### config.mk
export PLATFORM = sky130hd
export DESIGN_NAME = v3n_div_pipe
export DESIGN_NICKNAME = d
export VERILOG_FILES = /design/src/rtl/v3n_pkg.sv /design/src/rtl/v3n_div_pipe.sv
export SDC_FILE = /design/constraint.sdc
export NUM_CORES = 2
export LEC_CHECK = 0
export BUFFER_PORTS_ARGS = -buffer_cell sky130_fd_sc_hd__buf_2
export CORE_MARGIN = 2
export CORE_UTILIZATION = 25
export DETAILED_ROUTE_END_ITERATION = 7
export GPL_TIMING_DRIVEN = 0
export HOLD_SLACK_MARGIN = 0.12
export PLACE_DENSITY = 0.44
export REMOVE_ABC_BUFFERS = 1
export SYNTH_ARGS = -nofsm -noshare
export SYNTH_HDL_FRONTEND = slang
export SYNTH_SLANG_ARGS = --single-unit
### constraint.sdc
create_clock -name clk_i -period 6.6 [get_ports clk_i]
set_input_delay 0.66 -clock clk_i [delete_from_list [all_inputs] [get_ports clk_i]]
set_output_delay 0.66 -clock clk_i [all_outputs]
set_load 0.005 [all_outputs]
### src/rtl/v3n_pkg.sv
`timescale 1ns / 1ps
package v3n_pkg;

  localparam int unsigned SQRT_STAGES = 32;
  localparam int unsigned DIV_STAGES  = 32;
  localparam int unsigned LATENCY     = 3 + SQRT_STAGES + DIV_STAGES + 1;

  // per item side data carried beside the dividers
  typedef struct packed {
    logic        neg_x;
    logic        neg_y;
    logic        neg_z;
    logic [31:0] len;
  } v3n_side_t;

endpackage

### src/rtl/v3n_div_pipe.sv
`timescale 1ns / 1ps
module v3n_div_pipe (
  input  logic        clk_i,
  input  logic [63:0] num_i,
  input  logic [31:0] den_i,
  output logic [31:0] quo_o
);
  import v3n_pkg::*;

  // quotient is known to fit in 32 bits, so num[63:32] < den
  logic [31:0] rem_q [DIV_STAGES];
  logic [31:0] lo_q  [DIV_STAGES];
  logic [31:0] quo_q [DIV_STAGES];
  logic [31:0] den_q [DIV_STAGES];

  for (genvar j = 0; j < DIV_STAGES; j++) begin : g_stage
    logic [31:0] rem_in, lo_in, quo_in, den_in;
    logic [32:0] trial;
    logic [32:0] diff;

    if (j == 0) begin : g_first
      assign rem_in = num_i[63:32];
      assign lo_in  = num_i[31:0];
      assign quo_in = '0;
      assign den_in = den_i;
    end else begin : g_next
      assign rem_in = rem_q[j-1];
      assign lo_in  = lo_q[j-1];
      assign quo_in = quo_q[j-1];
      assign den_in = den_q[j-1];
    end

    assign trial = {rem_in, lo_in[31]};
    assign diff  = trial - {1'b0, den_in};

    always_ff @(posedge clk_i) begin
      if (trial >= {1'b0, den_in}) begin
        rem_q[j] <= diff[31:0];
        quo_q[j] <= {quo_in[30:0], 1'b1};
      end else begin
        rem_q[j] <= trial[31:0];
        quo_q[j] <= {quo_in[30:0], 1'b0};
      end
      lo_q[j]  <= {lo_in[30:0], 1'b0};
      den_q[j] <= den_in;
    end
  end

  assign quo_o = quo_q[DIV_STAGES-1];

endmodule

==> metrics <==
Initial Utilization 0.251; fin crit share 0.738; top cell type by total area after synthesis dfxtp_1; Synth Area in XOR/XNOR 0.0567; Netlist cell types 92; critical path's most frequent cell buf_4; Initial DRT Pass Iterations 5; # resized after CTS 0; min cycle time layout a little under 5 ns; critical path class reg -> reg; DIE AREA 0.512 mm²; status complete, no violations; dpl cell area 0.135 mm²; total CTS buffers between 300 and 400; top cells by area, synth dfxtp_1, ha_1, mux2_2; Final Worst Setup Slack ~1.7 ns; type of origin of the critical path flip-flop; grt ovf 0; largest family of logic cells by synthesized area compound AO/OA/AOI/OAI gates; Post-Place Setup Slack between 1.5 and 2 ns; FMAX a little over 200 MHz; number of vias per cell 4.39; Slew headroom 0.126; port buffer count between 100 and 150; Routed met2 length about 150000 µm; Max Cap Viol 0; Pins Over Slew Limit 0; final antenna-violating net count 0; worst hold path depth 0; I/O pins roughly 130; routed via count just under 90000; row count about 260; Setup crit end kind flip-flop; post-synthesis adder-cell area fraction 0.106; Setup TNS 0 ns; # fillers 53100; Die H between 700 and 800 µm; overall routing resource usage 0.121; final hold violations 0; Root Buffer clkbuf_16; Max stage delay cell, worst path a2111oi_0; min-delay src quo_q[1][164]; post-layout net count 14500; simple-gate share of the synthesized area 0.102; initial drt markers 4378; worst skew pair latency about 0.96 ns; slowest stage delay, CP about 1 ns; reg2reg end rem_q[0][230]; Area Overhead vs Synth 17.4%; sequential area share after synthesis 0.475; actual slew at the worst max-slew pin between 1 and 1.5 ns; Final Skew between 0.1 and 0.15 ns; layout cells sized above 1 0.100; RSZ-0062 raised after global routing no; final core utilization 0.294; routed wire length per instance 15.7 µm; end of the worst hold path quo_q[1][197]; Cell Area, Synth approximately 0.13 mm²; post-DP HPWL ~250000 µm; cells along the critical path inv_1, ha_1, nor2b_1, o21a_1, o21ai_0, a31oi_1, a2111oi_0, o21ai_0, a21oi_1, o41a_1, o211ai_1, buf_4, buf_4, buf_4, buf_4, mux2_2; Register-to-Register Setup Slack about 1.7 ns; largest net degree at the start of global routing just over 60; #FFs+latches synth around 3000; Yosys top cell area share 0.475; design area between 0.1 and 0.15 mm²; Post-Synthesis Cells 13000; # clock sinks between 3000 and 4000; r2r worst-path depth 16; Clk pin slew, worst setup/hold paths 0.06 ns; endpoints failing setup 0; Routability Congestion around 0.85; antenna violations before repair 2; Worst Hold Class reg -> reg; hold slack about 0.23 ns; CTS max path bufs 4; CTS tree built; Metal-1 WL about 140000 µm; met3 WL 10800 µm; average cell area after synthesis between 9 and 10 µm²; Critical R2R Launch den_q[0][193]; critical path data arrival time ~5.7 ns; core box area ~0.50 mm²; first-pass GRT wire length between 500000 and 600000 µm; EDFF count, synth 0; Die W roughly 700 µm; vias in the first global route 88400; Power Dens Cells between 500 and 600 mW/mm²; Max H-tree Level 5; commonest register cell after synthesis dfxtp_1; P_leak ~67 nW; Max VDD drop 228 µV; Routed Wire Length between 300000 and 400000 µm; synth warn 0; proportion of synthesized area in mux cells 0.0486; DRC violations left 0; crit path max fanout 9; compound-gate portion of the synthesized area 0.163; asr flop ratio synth 0; WP data required between 7 and 8 ns; Highest Signal Layer met4
[area by class of cell]
cell class | count | area [µm²] | share of cell area
Multi-Input combinational cell | 8389 | 60500 | 0.407
Sequential cell | 3008 | 60200 | 0.405
Clock buffer | 475 | 10000 | 0.0676
Clock inverter | 166 | 2220 | 0.0149
Antenna cell | 5 | 12.5 | 0.0000842
Timing Repair Buffer | 271 | 2270 | 0.0153
Tap cell | 6706 | 8390 | 0.0564
Inverter | 1316 | 4940 | 0.0332
[synthesized netlist by cell type, types with 249 or more instances]
cell type	count
a21o_1	534
a21oi_1	925
clkbuf_1	249
dfxtp_1	3008
ha_1	1024
inv_1	1313
mux2_2	473
nand2_1	900
nor2_1	597
o21ai_0	790
xnor2_1	485
xor2_1	335
[metal layers]
metal  vias to the layer above  GRT usage
met1                     41500      0.150
met2                      1391      0.214
met5                         -          0
li1                      45800          -
met4                         0     0.0442
met3                       577     0.0158
[stage by stage]
step	cells	total power [mW]
CTS	20300	87.0
floorplan	12700	55.3
detailed placement	19600	66.0
global placement	19500	65.9
finish	20300	85.8
global route	20300	92.6
[worst max path at each step]
stage	startpoint	cells after the start	to
floorplan	den_q[1][385]	11	rem_q[1][419]
global placement	den_q[0][8]	11	rem_q[0][55]
detailed placement	den_q[0][193]	16	rem_q[0][230]
CTS	den_q[0][193]	16	rem_q[0][230]
global route	den_q[0][146]	12	rem_q[0][185]
finish	den_q[0][193]	16	rem_q[0][230]
[worst max-delay path, delay by kind of cell (launching register included)]
| family | cells | cell delay, ns |
|---|---|---|
| DFF | 1 | 0.38 |
| muxes | 1 | 0.27 |
| buffers and inverters | 5 | 0.89 |
| adders and majority gates | 1 | 0.29 |
| and+or+nand+nor | 1 | 0.14 |
| AOI/OAI and AO/OA | 8 | 2.77 |
[layout by cell type (no fill, tap or decap), types with 473 or more instances in the layout]
cell,n
a21oi_1,924
nor2_1,597
o21ai_0,789
xnor2_1,485
inv_1,1313
dfxtp_1,3008
a21o_1,534
nand2_1,898
ha_1,1024
mux2_2,473
[power by group]
part	internal, mW	switching [mW]	total [mW]
clock	12.3	7.91	20.2
sequential	23.9	2.98	26.9
combinational	17.3	21.4	38.7
total	53.5	32.3	85.8
[cell families (layout without fill, tap and decap cells)]
group,count (synthesis),after routing
compound gates,3259,3259
simple gates,2702,2702
mux,553,553
flops,3008,3008
fa+ha+maj,1055,1055
other cells,0,5
xor+xnor,820,820
buf+inv,1615,2228
[sequential cells by signal (all words and copies together), names as in the netlist]
name,count
den_q,992
lo_q,496
quo_q,528
rem_q,992
[timing repair]
item / CTS / global route
hold buffers: 95 / 0
setup buffers: 0 / 0
hold endpoints to repair: 95 / 0
Power figures use the tool's default switching activity.
